`config.mk`:
```
export PLATFORM = sky130hd
export DESIGN_NAME = button_press_sequence_classifier_unit
export DESIGN_NICKNAME = d
export VERILOG_FILES = /design/src/rtl/bpsc_pkg.sv /design/src/rtl/bpsc_ram.sv /design/src/rtl/bpsc_datapath.sv /design/src/rtl/bpsc_ctrl.sv /design/src/rtl/button_press_sequence_classifier_unit.sv
export SDC_FILE = /design/constraint.sdc
export NUM_CORES = 1
export LEC_CHECK = 0
export BUFFER_PORTS_ARGS = -buffer_cell sky130_fd_sc_hd__buf_2
export CORE_AREA = 2 2 124 126
export CTS_CLUSTER_DIAMETER = 150
export DETAILED_ROUTE_END_ITERATION = 6
export DIE_AREA = 0 0 126 128
export GPL_TIMING_DRIVEN = 0
export PLACE_DENSITY = 0.63
export SLEW_MARGIN = 20
export SYNTH_ARGS = -nofsm -noshare
export SYNTH_HDL_FRONTEND = slang
export SYNTH_SLANG_ARGS = --single-unit
```
`constraint.sdc`:
```
create_clock -name clk -period 2.7 [get_ports clk]
set_input_delay 0 -clock clk [delete_from_list [all_inputs] [get_ports clk]]
set_output_delay 0 -clock clk [all_outputs]
set_load 0.005 [all_outputs]
```
`src/rtl/bpsc_pkg.sv`:
```
// Shared types and constants for the button press sequence classifier.
// Used by the controller, the datapath, the top level and the checker.
package bpsc_pkg;

  localparam int MAX_SYMBOLS = 16;
  localparam int SYM_IDX_W   = (MAX_SYMBOLS > 1) ? $clog2(MAX_SYMBOLS) : 1;
  localparam int SYM_CNT_W   = $clog2(MAX_SYMBOLS + 1);

  localparam int CNT_W  = 17;
  localparam int CFG_W  = 16;
  localparam int SEQ_W  = 5;
  localparam int IDX_W  = 2;

  localparam logic [CNT_W-1:0] CNT_MAX = {CNT_W{1'b1}};

  localparam logic [CFG_W-1:0] LONG_RESET  = 16'd300;
  localparam logic [CFG_W-1:0] SHORT_RESET = 16'd1;
  localparam logic [CFG_W-1:0] IDLE_RESET  = 16'd40;

  localparam logic [IDX_W-1:0] CFG_LONG  = 2'd0;
  localparam logic [IDX_W-1:0] CFG_SHORT = 2'd1;
  localparam logic [IDX_W-1:0] CFG_IDLE  = 2'd2;

  typedef enum logic [1:0] {
    KIND_SHORT = 2'd0,
    KIND_LONG  = 2'd1,
    KIND_CLICK = 2'd2,
    KIND_SEQ   = 2'd3
  } bpsc_kind_t;

  typedef struct packed {
    logic       take;       // latch the accepted button sample
    logic       seq_start;  // reset the store read index
    logic       seq_next;   // advance the store read index
    logic       load;       // load the output register
    bpsc_kind_t kind;
    logic       last;
    logic       step;       // commit the state update of this item
  } bpsc_cmd_t;

  typedef struct packed {
    logic held;
    logic rel_edge;
    logic rel_idle;
    logic hit_short;
    logic hit_long;
    logic click;
    logic seq_due;
    logic seq_last;
    logic out_free;
  } bpsc_status_t;

endpackage

```
`src/rtl/bpsc_ram.sv`:
```
// Generic single-port-write, single-port-read RAM with registered read data.
// No dependencies.
module bpsc_ram #(
  parameter int WIDTH = 1,
  parameter int DEPTH = 16,
  localparam int AW = (DEPTH > 1) ? $clog2(DEPTH) : 1
) (
  input  logic             clk,
  input  logic             we,
  input  logic [AW-1:0]    waddr,
  input  logic [WIDTH-1:0] wdata,
  input  logic [AW-1:0]    raddr,
  output logic [WIDTH-1:0] rdata
);

  logic [WIDTH-1:0] mem [DEPTH];

  always_ff @(posedge clk) begin
    if (we) begin
      mem[waddr] <= wdata;
    end
    rdata <= mem[raddr];
  end

endmodule

```
`src/rtl/bpsc_datapath.sv`:
```
// Datapath: configuration registers, hold and idle counters, symbol store
// and output register. Depends on bpsc_pkg and bpsc_ram.
module bpsc_datapath (
  input  logic                      clk,
  input  logic                      rst,
  input  logic                      cfg_valid,
  input  logic [bpsc_pkg::IDX_W-1:0] cfg_index,
  input  logic [bpsc_pkg::CFG_W-1:0] cfg_data,
  input  logic                      button_level,
  input  logic                      out_ready,
  input  bpsc_pkg::bpsc_cmd_t       cmd,
  output bpsc_pkg::bpsc_status_t    status,
  output logic                      out_valid,
  output logic [1:0]                event_kind,
  output logic                      symbol,
  output logic [bpsc_pkg::SEQ_W-1:0] sequence_count,
  output logic                      last
);
  import bpsc_pkg::*;

  logic [CFG_W-1:0]     long_ticks;
  logic [CFG_W-1:0]     short_ticks;
  logic [CFG_W-1:0]     idle_ticks;
  logic                 level;
  logic                 prev_level;
  logic [CNT_W-1:0]     hold_cnt;
  logic [CNT_W-1:0]     idle_cnt;
  logic [SYM_CNT_W-1:0] sym_count;
  logic [SYM_CNT_W-1:0] rd_idx;
  logic                 store_we;
  logic                 store_rdata;
  logic                 dash;
  logic                 store_room;
  logic                 out_sym_next;

  assign dash       = hold_cnt > CNT_W'(long_ticks);
  assign store_room = sym_count < SYM_CNT_W'(MAX_SYMBOLS);

  always_comb begin
    status.held      = level & prev_level;
    status.rel_edge  = ~level & prev_level;
    status.rel_idle  = ~level & ~prev_level;
    status.hit_short = hold_cnt == CNT_W'(short_ticks);
    status.hit_long  = hold_cnt == CNT_W'(long_ticks);
    status.click     = dash | (hold_cnt > CNT_W'(short_ticks));
    status.seq_due   = (sym_count != '0) && (idle_cnt > CNT_W'(idle_ticks));
    status.seq_last  = (rd_idx + SYM_CNT_W'(1)) == sym_count;
    status.out_free  = ~out_valid | out_ready;
  end

  // A classified press is stored at the next free slot while there is room.
  assign store_we = cmd.step & status.rel_edge & status.click & store_room;

  bpsc_ram #(.WIDTH(1), .DEPTH(MAX_SYMBOLS)) u_store (
    .clk   (clk),
    .we    (store_we),
    .waddr (sym_count[SYM_IDX_W-1:0]),
    .wdata (dash),
    .raddr (rd_idx[SYM_IDX_W-1:0]),
    .rdata (store_rdata)
  );

  always_comb begin
    case (cmd.kind)
      KIND_CLICK: out_sym_next = dash;
      KIND_SEQ:   out_sym_next = store_rdata;
      default:    out_sym_next = 1'b0;
    endcase
  end

  always_ff @(posedge clk) begin
    if (rst) begin
      long_ticks  <= LONG_RESET;
      short_ticks <= SHORT_RESET;
      idle_ticks  <= IDLE_RESET;
      prev_level  <= 1'b0;
      hold_cnt    <= '0;
      idle_cnt    <= '0;
      sym_count   <= '0;
      rd_idx      <= '0;
      out_valid   <= 1'b0;
    end else begin
      if (cfg_valid) begin
        unique case (cfg_index)
          CFG_LONG:  long_ticks  <= cfg_data;
          CFG_SHORT: short_ticks <= cfg_data;
          CFG_IDLE:  idle_ticks  <= cfg_data;
          default:   ;
        endcase
      end

      if (cmd.seq_start) begin
        rd_idx <= '0;
      end else if (cmd.seq_next) begin
        rd_idx <= rd_idx + SYM_CNT_W'(1);
      end

      if (cmd.load) begin
        out_valid <= 1'b1;
      end else if (out_ready) begin
        out_valid <= 1'b0;
      end

      if (cmd.step) begin
        prev_level <= level;
        if (status.rel_idle) begin
          if (sym_count != '0) begin
            if (idle_cnt > CNT_W'(idle_ticks)) begin
              sym_count <= '0;
              idle_cnt  <= '0;
            end else if (idle_cnt != CNT_MAX) begin
              idle_cnt <= idle_cnt + CNT_W'(1);
            end
          end else begin
            idle_cnt <= '0;
          end
        end else if (status.held) begin
          if (hold_cnt != CNT_MAX) begin
            hold_cnt <= hold_cnt + CNT_W'(1);
          end
        end else if (status.rel_edge) begin
          if (status.click && store_room) begin
            sym_count <= sym_count + SYM_CNT_W'(1);
          end
          idle_cnt <= '0;
        end else begin
          hold_cnt <= '0;
        end
      end
    end
  end

  always_ff @(posedge clk) begin
    if (cmd.take) begin
      level <= button_level;
    end
    if (cmd.load) begin
      event_kind     <= cmd.kind;
      symbol         <= out_sym_next;
      sequence_count <= (cmd.kind == KIND_SEQ) ? SEQ_W'(sym_count) : '0;
      last           <= cmd.last;
    end
  end

endmodule

```
`src/rtl/bpsc_ctrl.sv`:
```
// Controller: sequences evaluation, result emission and state update of
// one item at a time. Depends on bpsc_pkg.
module bpsc_ctrl (
  input  logic                   clk,
  input  logic                   rst,
  input  logic                   in_valid,
  output logic                   in_ready,
  input  bpsc_pkg::bpsc_status_t status,
  output bpsc_pkg::bpsc_cmd_t    cmd
);
  import bpsc_pkg::*;

  typedef enum logic [2:0] {
    S_IDLE,
    S_EVAL,
    S_SHORT,
    S_LONG,
    S_CLICK,
    S_SEQ_RD,
    S_SEQ_OUT,
    S_STEP
  } state_t;

  state_t state;

  assign in_ready = (state == S_IDLE) && !rst;

  always_comb begin
    cmd = '0;
    cmd.kind = KIND_SHORT;
    unique case (state)
      S_IDLE:  cmd.take = in_valid;
      S_EVAL:  cmd.seq_start = 1'b1;
      S_SHORT: begin
        cmd.load = status.out_free;
        cmd.kind = KIND_SHORT;
        cmd.last = ~status.hit_long;
      end
      S_LONG: begin
        cmd.load = status.out_free;
        cmd.kind = KIND_LONG;
        cmd.last = 1'b1;
      end
      S_CLICK: begin
        cmd.load = status.out_free;
        cmd.kind = KIND_CLICK;
        cmd.last = 1'b1;
      end
      S_SEQ_RD: ;
      S_SEQ_OUT: begin
        cmd.load     = status.out_free;
        cmd.seq_next = status.out_free;
        cmd.kind     = KIND_SEQ;
        cmd.last     = status.seq_last;
      end
      S_STEP:  cmd.step = 1'b1;
      default: ;
    endcase
  end

  always_ff @(posedge clk) begin
    if (rst) begin
      state <= S_IDLE;
    end else begin
      unique case (state)
        S_IDLE: begin
          if (in_valid) state <= S_EVAL;
        end
        S_EVAL: begin
          if (status.held && status.hit_short) begin
            state <= S_SHORT;
          end else if (status.held && status.hit_long) begin
            state <= S_LONG;
          end else if (status.rel_edge && status.click) begin
            state <= S_CLICK;
          end else if (status.rel_idle && status.seq_due) begin
            state <= S_SEQ_RD;
          end else begin
            state <= S_STEP;
          end
        end
        S_SHORT: begin
          if (status.out_free) state <= status.hit_long ? S_LONG : S_STEP;
        end
        S_LONG, S_CLICK: begin
          if (status.out_free) state <= S_STEP;
        end
        S_SEQ_RD: state <= S_SEQ_OUT;
        S_SEQ_OUT: begin
          if (status.out_free) state <= status.seq_last ? S_STEP : S_SEQ_RD;
        end
        S_STEP: state <= S_IDLE;
        default: state <= S_IDLE;
      endcase
    end
  end

endmodule

```
`src/rtl/button_press_sequence_classifier_unit.sv`:
```
// Button press sequence classifier: one button sample per item in, press
// events, clicks and ended symbol sequences out. An item is evaluated the
// cycle after acceptance; a short, long or click result is then loaded when the
// output is free, and each stored symbol of an ended sequence is read from the
// store, then loaded into the output register, before the state update.
// Synchronous reset loads thresholds 300/1/40 and clears counters and output.
module button_press_sequence_classifier_unit (
  input  logic                       clk,
  input  logic                       rst,
  input  logic                       cfg_valid,
  output logic                       cfg_ready,
  input  logic [bpsc_pkg::IDX_W-1:0] cfg_index,
  input  logic [bpsc_pkg::CFG_W-1:0] cfg_data,
  input  logic                       in_valid,
  output logic                       in_ready,
  input  logic                       button_level,
  output logic                       out_valid,
  input  logic                       out_ready,
  output logic [1:0]                 event_kind,
  output logic                       symbol,
  output logic [bpsc_pkg::SEQ_W-1:0] sequence_count,
  output logic                       last
);
  import bpsc_pkg::*;

  bpsc_cmd_t    cmd;
  bpsc_status_t status;

  assign cfg_ready = ~rst;

  bpsc_ctrl u_ctrl (
    .clk      (clk),
    .rst      (rst),
    .in_valid (in_valid),
    .in_ready (in_ready),
    .status   (status),
    .cmd      (cmd)
  );

  bpsc_datapath u_datapath (
    .clk            (clk),
    .rst            (rst),
    .cfg_valid      (cfg_valid),
    .cfg_index      (cfg_index),
    .cfg_data       (cfg_data),
    .button_level   (button_level),
    .out_ready      (out_ready),
    .cmd            (cmd),
    .status         (status),
    .out_valid      (out_valid),
    .event_kind     (event_kind),
    .symbol         (symbol),
    .sequence_count (sequence_count),
    .last           (last)
  );

endmodule

```
==> results of run 1 <==
-- cell families (layout without fill, tap and decap cells) --
logic type,after synthesis,count (layout),share of synthesized area
simple gates,300,300,0.2250
compound gates,185,185,0.1702
flops,124,124,0.4007
buf+inv,98,192,0.05759
fa+ha+maj,57,57,0.1042
xor+xnor,19,19,0.02431
mux,6,6,0.01792
-- worst register-to-register path, stage by stage (launching register included) --
cell      delay [ps]
dfxtp_2          360
inv_1             80
ha_4             290
nand4b_4         130
nor4_4           330
a21boi_4         240
o31ai_4           80
a21o_1           250
nor2_4           250
buf_4            160
and3_1           160
-- synth_stat cells, types with 8 or more instances --
cell type  count  share of area
a21oi_1       87          0.064
and3_1        28          0.026
clkbuf_1      32          0.018
dfxtp_1       98           0.29
edfxtp_1      26           0.11
ha_1          57           0.10
inv_1         58          0.032
nand2_1      122          0.067
nand3_1       25          0.018
nand4_1       13          0.012
nor2_1        42          0.023
nor3_1         9         0.0066
o211ai_1      11          0.012
o21ai_0       26          0.019
or3_1          8         0.0073
xnor2_1        9          0.012
xor2_1        10          0.013
-- cell type report --
type	count	area, µm²
Timing Repair Buffer	63	451.7
Clock inverter	12	120.1
Inverter	58	217.7
Clock buffer	20	489.2
Tap cell	188	235.2
Multi-Input combinational cell	567	3844
Fill cell	1369	6584
Sequential cell	124	2750
Buffer	39	172.7
-- power breakdown --
part / leakage [nW] / internal, mW / switching (mW)
Clock: 0.303 / 1.42 / 0.910
Combinational: 1.84 / 0.283 / 0.455
Sequential: 1.04 / 2.04 / 0.0629
-- through the flow --
step	TNS [ps]	util	instance area [µm²]	setup slack (ps)
finish	0	0.5571	8280	89.69
global route	-118.6	0.5571	8280	-33.71
floorplan	0	-	6844	171.8
CTS	0	0.5434	8077	11.14
global placement	-2585	0.4877	7249	-260.9
detailed placement	-3974	0.4877	7249	-363.0
-- registers in the layout (all words and copies together), names as in the netlist --
name / flops
u_datapath.short_ticks: 16
u_datapath.event_kind: 2
u_datapath.sym_count: 5
u_datapath.out_valid: 1
u_datapath.hold_cnt: 17
u_datapath.symbol: 1
u_datapath.long_ticks: 16
u_datapath.last: 1
u_datapath.idle_cnt: 17
u_ctrl.state: 3
u_datapath.idle_ticks: 16
u_datapath.prev_level: 1
u_datapath.sequence_count: 5
u_datapath.level: 1
u_datapath.u_store.rdata: 1
u_datapath.u_store.mem: 16
u_datapath.rd_idx: 5
-- routing by layer --
layer  global-route usage  vias to the layer above  part of all wire
li1                     -                     2978                 -
met3              0.03965                       29             0.042
met4              0.07434                        0             0.018
met5                    0                        -                 0
met1               0.2923                     2821              0.47
met2               0.3672                      140              0.47
-- final timing paths --
path                        startpoint  depth (start not counted)                         to
max reg2reg  u_datapath.long_ticks[14]                         10  u_datapath.u_store.mem[1]
max          u_datapath.long_ticks[14]                         10  u_datapath.u_store.mem[1]
min reg2reg  u_datapath.long_ticks[13]                          2  u_datapath.long_ticks[13]
min                       cfg_index[1]                          4   u_datapath.long_ticks[1]
-- timing repair --
action,in CTS,in global routing
pin swaps,1,11
hold buffers,19,0
gates cloned,0,1
gates resized for setup,4,25
endpoints found under the hold margin,51,0
endpoints found under the setup margin,21,32
setup buffers,1,8
==> impl_metrics.ini, run 1 <==
[cells_and_area]
n_antenna_cell = 0
area_growth_pct = 20.99
finalNonFillerCells = 1071
final_common_cell = nand2_1
fin_nets = 951
mostFrequentLayoutCells = nand2_1, dfxtp_1, a21oi_1
drive_gt1_frac = 0.1393

[worst_setup_path]
r2r_slack_ps = 90
cp_cell_sequence = inv_1, ha_4, nand4b_4, nor4_4, a21boi_4, o31ai_4, a21o_1, nor2_4, buf_4, and3_1
cp.arrival_ps = 2760
worstSetupEndpointType = register
worstPathRequired_ps = 2840
cp_num_buf_inv = 2
worst_path_max_delay_cell = dfxtp_2
critical_path_class = reg -> reg
critPathMaxStageDelay_ps = 360
crit_family = simple AND/OR/NAND/NOR gates
crit_path_start_kind = register
critPathMaxFanout = 8

[floorplanning]
die_h_um = 128
core_um2 = 14860
io_pins = 36
start_util = 0.4604
row_count = 45
die_w_um = 126
die-area_um2 = 16130

[grt]
gr-total-overflow = 0
antenna_found_initial = 0
grt_pass1_vias = 5835
grtUsageTotal = 0.2210
grt_pass1_wl_um = 28380
grt_max_degree = 17

[power]
peakVddDrop_mv = 0.4799
total_power_mw = 5.175
p_leak_nw = 3.183
power_density_nw_per_um2 = 625.0

[clock_network]
clockBufferDepth = 2
clock_sink_count = 124
clk_latency_ps = 430
cts_buffers = 17
clockRootBuffer = clkbuf_16
htree_levels = 4
clk_pin_slew_ps = 60
cts_tree = built

[placement]
post-place-cells = 1011
gp_congestion = 0.8679
dp_hpwl_um = 12910
portBuffers = 34

[timing]
finalCritPeriodShare = 0.9668
hold_ws_ps = 46.94
tightest_slew_ps = 729.1
finalMaxSlewViolations = 0
max_slew_margin = 0.5107
fin_skew_ps = 7.241
hold_viol = 0
fin_crit_ps = 2610
finalSetupViolCount = 0
max_freq_mhz = 383.1

[synth]
synth-main-ff-cell = dfxtp_1
yosysUniqueCellTypes = 64
synth_warnings = 0
syn_nets = 870
syn_area_um2 = 6844
synth_edf_count = 26
ys_ff_latch = 124
async_flop_share = 0
synth_area_per_cell_um2 = 8.674
ys_seq_area_frac = 0.4007
synth_cells = 789

[route]
drtIter0Drc = 384
first_pass_iters = 5
drcViolationCount = 0
wl_per_cell_um = 16.31
vias = 5968
ant_nets = 0
wl_um = 17460
via_per_inst = 5.572

[min_path]
min_path_type = in -> reg

[flow_run]
max_cap_viol_count = 0

[status]
status = completed
Power figures use the tool's default switching activity.
==> run 2: changes to the inputs <==
--- a/config.mk
+++ b/config.mk
@@ -6,12 +6,14 @@
 export NUM_CORES = 1
 export LEC_CHECK = 0
 export BUFFER_PORTS_ARGS = -buffer_cell sky130_fd_sc_hd__buf_2
+export CELL_PAD_IN_SITES_DETAIL_PLACEMENT = 0
+export CELL_PAD_IN_SITES_GLOBAL_PLACEMENT = 1
 export CORE_AREA = 2 2 124 126
 export CTS_CLUSTER_DIAMETER = 150
 export DETAILED_ROUTE_END_ITERATION = 6
 export DIE_AREA = 0 0 126 128
 export GPL_TIMING_DRIVEN = 0
-export PLACE_DENSITY = 0.63
+export PLACE_DENSITY = 0.77
 export SLEW_MARGIN = 20
 export SYNTH_ARGS = -nofsm -noshare
 export SYNTH_HDL_FRONTEND = slang
==> impl_metrics.ini, run 2 (synthesis gave the netlist of run 1 again) <==
[cells_and_area]
fin_nets = 948
area_growth_pct = 19.42
final_common_cell = nand2_1
fin_area_um2 = 8173
mostFrequentLayoutCells = nand2_1, dfxtp_1, a21oi_1
n_antenna_cell = 0
reg_top3 = u_datapath.hold_cnt: 17 flops, u_datapath.idle_cnt: 17 flops
drive_gt1_frac = 0.1295

[clock_network]
cts_buffers = 17
clockBufferDepth = 2
clk_pin_slew_ps = 50
clk_latency_ps = 430
clock_sink_count = 124
clockRootBuffer = clkbuf_16
htree_levels = 4
cts_tree = built

[worst_setup_path]
critical_path_class = reg -> reg
worst_path_max_delay_cell = dfxtp_1
cp.arrival_ps = 2970
critPathMaxStageDelay_ps = 510
cp_cell_sequence = ha_1, and4_1, a21oi_1, a21boi_4, o31ai_4, a21o_1, nor2_4, buf_4, a2111oi_4
crit_path_start_kind = register
critPathMaxFanout = 7
worstSetupEndpointType = register
worstPathRequired_ps = 3030

[placement]
dp_hpwl_um = 13250
place_area_um2 = 7249
gp_congestion = 0.8160
portBuffers = 34

[min_path]
min_path_type = in -> reg

[timing]
hold_ws_ps = 22.72
finalCritPeriodShare = 0.9812
finalSetupViolCount = 0
max_freq_mhz = 377.5
tightest_slew_ps = 778.4
hold_viol = 0
fin_skew_ps = 11.10
rsz0062_at_grt = yes
fin_crit_ps = 2649
max_slew_margin = 0.4756
finalMaxSlewViolations = 0

[floorplanning]
core_um2 = 14860
die-area_um2 = 16130
die_h_um = 128
start_util = 0.4604
die_w_um = 126
row_count = 45
io_pins = 36

[power]
power_density_nw_per_um2 = 618.8
swShare = 0.2688
p_sw_mw = 1.360
p_comb_frac = 0.145
peakVddDrop_mv = 0.5102
p_seq_frac = 0.416
p_leak_nw = 3.147
clkPwrFrac = 0.438
intPower_mw = 3.698

[route]
wl_um = 17930
drcViolationCount = 0
ant_nets = 0
vias = 5998
wl_per_cell_um = 16.79
via_per_inst = 5.616
first_pass_iters = 5
drtIter0Drc = 517

[grt]
grt_pass1_wl_um = 29500
grt_pass1_vias = 5899
grt_max_degree = 17
gr-total-overflow = 0
antenna_found_initial = 0
grtUsageTotal = 0.2303

[status]
status = completed

[flow_run]
max_cap_viol_count = 0
==> run 2: cell types whose count changed in the layout (fill, tap and decap cells not counted), sizes merged <==
cell	change
clkinvlp	+2
buf	-3
inv	-5
clkinv	+1
clkbuf	+2
==> run 2: area by class of cell <==
class,instances,area (µm²)
Buffer,39,172.7
Clock buffer,22,489.2
Clock inverter,10,86.33
Fill cell,1409,6691
Inverter,58,217.7
Multi-Input combinational cell,567,3810
Sequential cell,124,2749
Tap cell,188,235.2
Timing Repair Buffer,60,412.9
==> run 2: per-layer routing <==
| metal | GRT usage | part of all wire | routed length (µm) |
|---|---|---|---|
| met1 | 0.3025 | 0.47 | 8421 |
| met2 | 0.3776 | 0.47 | 8417 |
| met3 | 0.04508 | 0.041 | 731 |
| met4 | 0.08727 | 0.020 | 355 |
| met5 | 0 | 0 | 0 |
==> run 2: stage by stage <==
stage               total power, mW  std cells  utilization  worst slack, ps  TNS [ps]
floorplan                     2.603        789            -            171.8         0
global placement              2.827       1011       0.4877           -353.1     -5817
finish                        5.057       1068       0.5498            50.77         0
detailed placement            2.848       1011       0.4877           -432.3     -7030
CTS                           5.086       1064       0.5420            9.825         0
global route                  5.272       1068       0.5498           -72.37    -405.7
==> run 2: worst max-delay path: cells and delay by family, from the launching register on <==
family / cells / cell delay [ps]
AO/OA/AOI/OAI: 5 / 1250
flip-flops: 1 / 510
AND/OR/NAND/NOR: 2 / 320
adder cells (fa/ha/maj): 1 / 300
buffers and inverters: 1 / 170
==> run 2: power by group through the flow <==
stage | Clock [mW] | Combinational (mW) | Sequential [mW]
floorplan | 0 | 0.458 | 2.14
global placement | 0 | 0.688 | 2.14
detailed placement | 0 | 0.701 | 2.15
CTS | 2.25 | 0.725 | 2.11
global route | 2.32 | 0.822 | 2.13
finish | 2.22 | 0.735 | 2.11
==> run 2: final timing paths <==
kind	cells past startpoint	slack (ps)	start	endpoint
min reg2reg	2	460	u_datapath.idle_ticks[4]	u_datapath.idle_ticks[4]
max reg2reg	9	50	u_datapath.hold_cnt[1]	u_datapath.sym_count[0]
min	2	20	rst	u_datapath.sym_count[0]
max	9	50	u_datapath.hold_cnt[1]	u_datapath.sym_count[0]
==> run 2: repair_timing <==
action                                  CTS  global route
hold endpoints to repair                 51             0
pin swaps                                 3             4
hold buffers                             19             0
endpoints found under the setup margin   33            30
buffers inserted                          3             4
gates resized for setup                   5            17
==> run 3: changes to the inputs <==
--- a/config.mk
+++ b/config.mk
@@ -8,13 +8,14 @@
 export BUFFER_PORTS_ARGS = -buffer_cell sky130_fd_sc_hd__buf_2
 export CELL_PAD_IN_SITES_DETAIL_PLACEMENT = 0
 export CELL_PAD_IN_SITES_GLOBAL_PLACEMENT = 1
-export CORE_AREA = 2 2 124 126
+export CORE_AREA = 2 2 123 125
 export CTS_CLUSTER_DIAMETER = 150
 export DETAILED_ROUTE_END_ITERATION = 6
-export DIE_AREA = 0 0 126 128
-export GPL_TIMING_DRIVEN = 0
+export DIE_AREA = 0 0 125 127
+export GPL_TIMING_DRIVEN = 1
 export PLACE_DENSITY = 0.77
 export SLEW_MARGIN = 20
 export SYNTH_ARGS = -nofsm -noshare
 export SYNTH_HDL_FRONTEND = slang
+export SYNTH_HIERARCHICAL = 1
 export SYNTH_SLANG_ARGS = --single-unit
==> impl_metrics.ini, run 3 <==
[worst_setup_path]
reg2reg_from = u_datapath/hold_cnt[12]
critPathMaxFanout = 4
r2r_cells = 9
r2r_slack_ps = 30
crit_path_start_kind = register
worstPathRequired_ps = 2820
cp.arrival_ps = 2800
r2r_end = u_datapath/u_store/mem[0]
critical_path_class = reg -> reg
worstSetupEndpointType = register

[route]
ant_nets = 0
first_pass_iters = 5
drtIter0Drc = 334
wl_um = 17840
drcViolationCount = 0
via_per_inst = 5.527
vias = 5925
wl_per_cell_um = 16.64

[timing]
fin_crit_ps = 2673
tightest_slew_ps = 869.4
rsz0062_at_grt = yes
finalCritPeriodShare = 0.9899
finalMaxSlewViolations = 0
fin_ws_ps = 27.30
fin_skew_ps = 8.571
finalSetupViolCount = 0
max_slew_margin = 0.4192
max_freq_mhz = 374.2
hold_viol = 0

[cells_and_area]
final_core_util = 0.6006
final_common_cell = nand2_1
drive_gt1_frac = 0.2579
reg_top3 = u_datapath/hold_cnt: 17 flops, u_datapath/idle_cnt: 17 flops
n_antenna_cell = 0
fin_nets = 956
fillers = 1270
area_growth_pct = 28.67
mostFrequentLayoutCells = nand2_1, dfxtp_1, a21oi_1

[synth]
synthTopCellsByArea = dfxtp_1, edfxtp_1, ha_1, nand2_1, a21oi_1
synth_common_cells = nand2_1, dfxtp_1, a21oi_1, inv_1, ha_1
synth-main-ff-cell = dfxtp_1
synth_area_per_cell_um2 = 8.824
ys_ff_latch = 124
synth_top_area_share = 0.2914
syn_area_um2 = 6733
synth_warnings = 6
synth_edf_count = 26
async_flop_share = 0
synth_cells = 763
synth_most_common_cell = nand2_1
syn_nets = 842
yosysTopAreaCell = dfxtp_1
yosysUniqueCellTypes = 76
ys_seq_area_frac = 0.4074

[min_path]
hold_end = u_datapath/out_valid
min_path_type = in -> reg
whs_path_depth = 3
hp-start = out_ready

[grt]
antenna_found_initial = 0
gr-total-overflow = 0
grtUsageTotal = 0.2214
grt_pass1_wl_um = 28120
grt_max_degree = 38
grt_pass1_vias = 5764

[clock_network]
clock_sink_count = 124
htree_levels = 4
clockBufferDepth = 2
clk_latency_ps = 420
clockRootBuffer = clkbuf_16
clk_pin_slew_ps = 60
cts_tree = built
cts_buffers = 17

[power]
clkPwrFrac = 0.430
p_leak_nw = 3.455
p_seq_frac = 0.428
peakVddDrop_mv = 0.4439
power_density_nw_per_um2 = 560.1
intPower_mw = 3.622
swShare = 0.2535
p_sw_mw = 1.230
p_comb_frac = 0.143

[floorplanning]
row_count = 44
io_pins = 36
start_util = 0.4668
die_w_um = 125
core_um2 = 14420
die_h_um = 127
die-area_um2 = 15880

[status]
status = completed

[placement]
place_ws_ps = -155.0
gp_congestion = 0.8638
dp_hpwl_um = 12500
portBuffers = 35

[flow_run]
max_cap_viol_count = 0
[run 3: cell count changes after synthesis, sizes merged, moves of 9 or more]
cell and delta:
nor3b +9, nor3 +11, clkbuf -13, o21ai -13
and3 -11, a21oi -12, o211ai -11
[run 3: layer usage]
metal / track usage / part of all wire
met1: 0.2735 / 0.47
met2: 0.3849 / 0.48
met3: 0.04271 / 0.035
met4: 0.08497 / 0.022
met5: 0 / 0
[run 3: critical path: stages, from the launching register on]
cell     delay, ps
dfxtp_1        360
ha_4           290
nand4_1        180
nor4_2         350
a21bo_2        280
a31oi_4        180
o21ai_4         90
inv_2           60
or3b_4         410
nor3_4         180
[run 3: worst max path at each step]
stage	from	end	slack, ps	depth (start not counted)
after floorplan	u_datapath/hold_cnt[12]	u_datapath/u_store/mem[0]	-4	9
after global placement	u_datapath/short_ticks[12]	u_datapath/u_store/mem[0]	-50	11
after detailed placement	u_datapath/short_ticks[12]	u_datapath/u_store/mem[0]	-150	11
after CTS	u_datapath/long_ticks[12]	u_datapath/u_store/mem[0]	-40	10
after global routing	u_datapath/short_ticks[10]	u_datapath/u_store/mem[0]	-60	11
final	u_datapath/hold_cnt[12]	u_datapath/u_store/mem[0]	30	9
[run 3: final cells by class]
cell class	instances	area, µm²	share of cell area
flip-flops and latches	124	2764	0.3190
clock buffers	28	526.8	0.06080
multi-input cells	552	4035	0.4658
well taps	184	230.2	0.02657
inverters	62	232.7	0.02686
repair buffers	120	864.6	0.09980
clock inverters	2	10.01	0.001155
[run 3: logic make-up after synthesis]
| kind of cell | Yosys count | synth area share |
|---|---|---|
| fa+ha+maj | 55 | 0.1022 |
| buf+inv | 89 | 0.05501 |
| mux | 10 | 0.02453 |
| xor+xnor | 19 | 0.02472 |
| simple gates | 309 | 0.2368 |
| flops | 124 | 0.4074 |
| compound gates | 157 | 0.1494 |
[run 3: power by group through the flow]
stage	clock network (mW)	logic, mW	registers (mW)
floorplan	0	0.387	2.12
global placement	0	0.624	2.11
detailed placement	0	0.639	2.11
CTS	2.12	0.667	2.08
global route	2.21	0.761	2.09
finish	2.08	0.693	2.08
[run 3: per-stage QoR]
stage	TNS, ps	hold slack (ps)	power, mW	cell area [µm²]	std cells
final	0	45.49	4.852	8663	1072
after global routing	-81.06	58.38	5.055	8663	1072
after CTS	-43.11	21.26	4.863	8313	1064
after detailed placement	-574.7	190.0	2.752	7532	1014
after global placement	-168.8	178.9	2.734	7532	1014
after floorplan	-4.069	26.54	2.506	6820	763
[run 3: repair_timing]
action                     CTS  global route
setup buffers                1             6
pin swaps                   11            25
hold endpoints to repair    52             0
hold buffers                19             0
gates cloned                 0             2
setup endpoints to repair   12            38
gates resized for setup     14            58
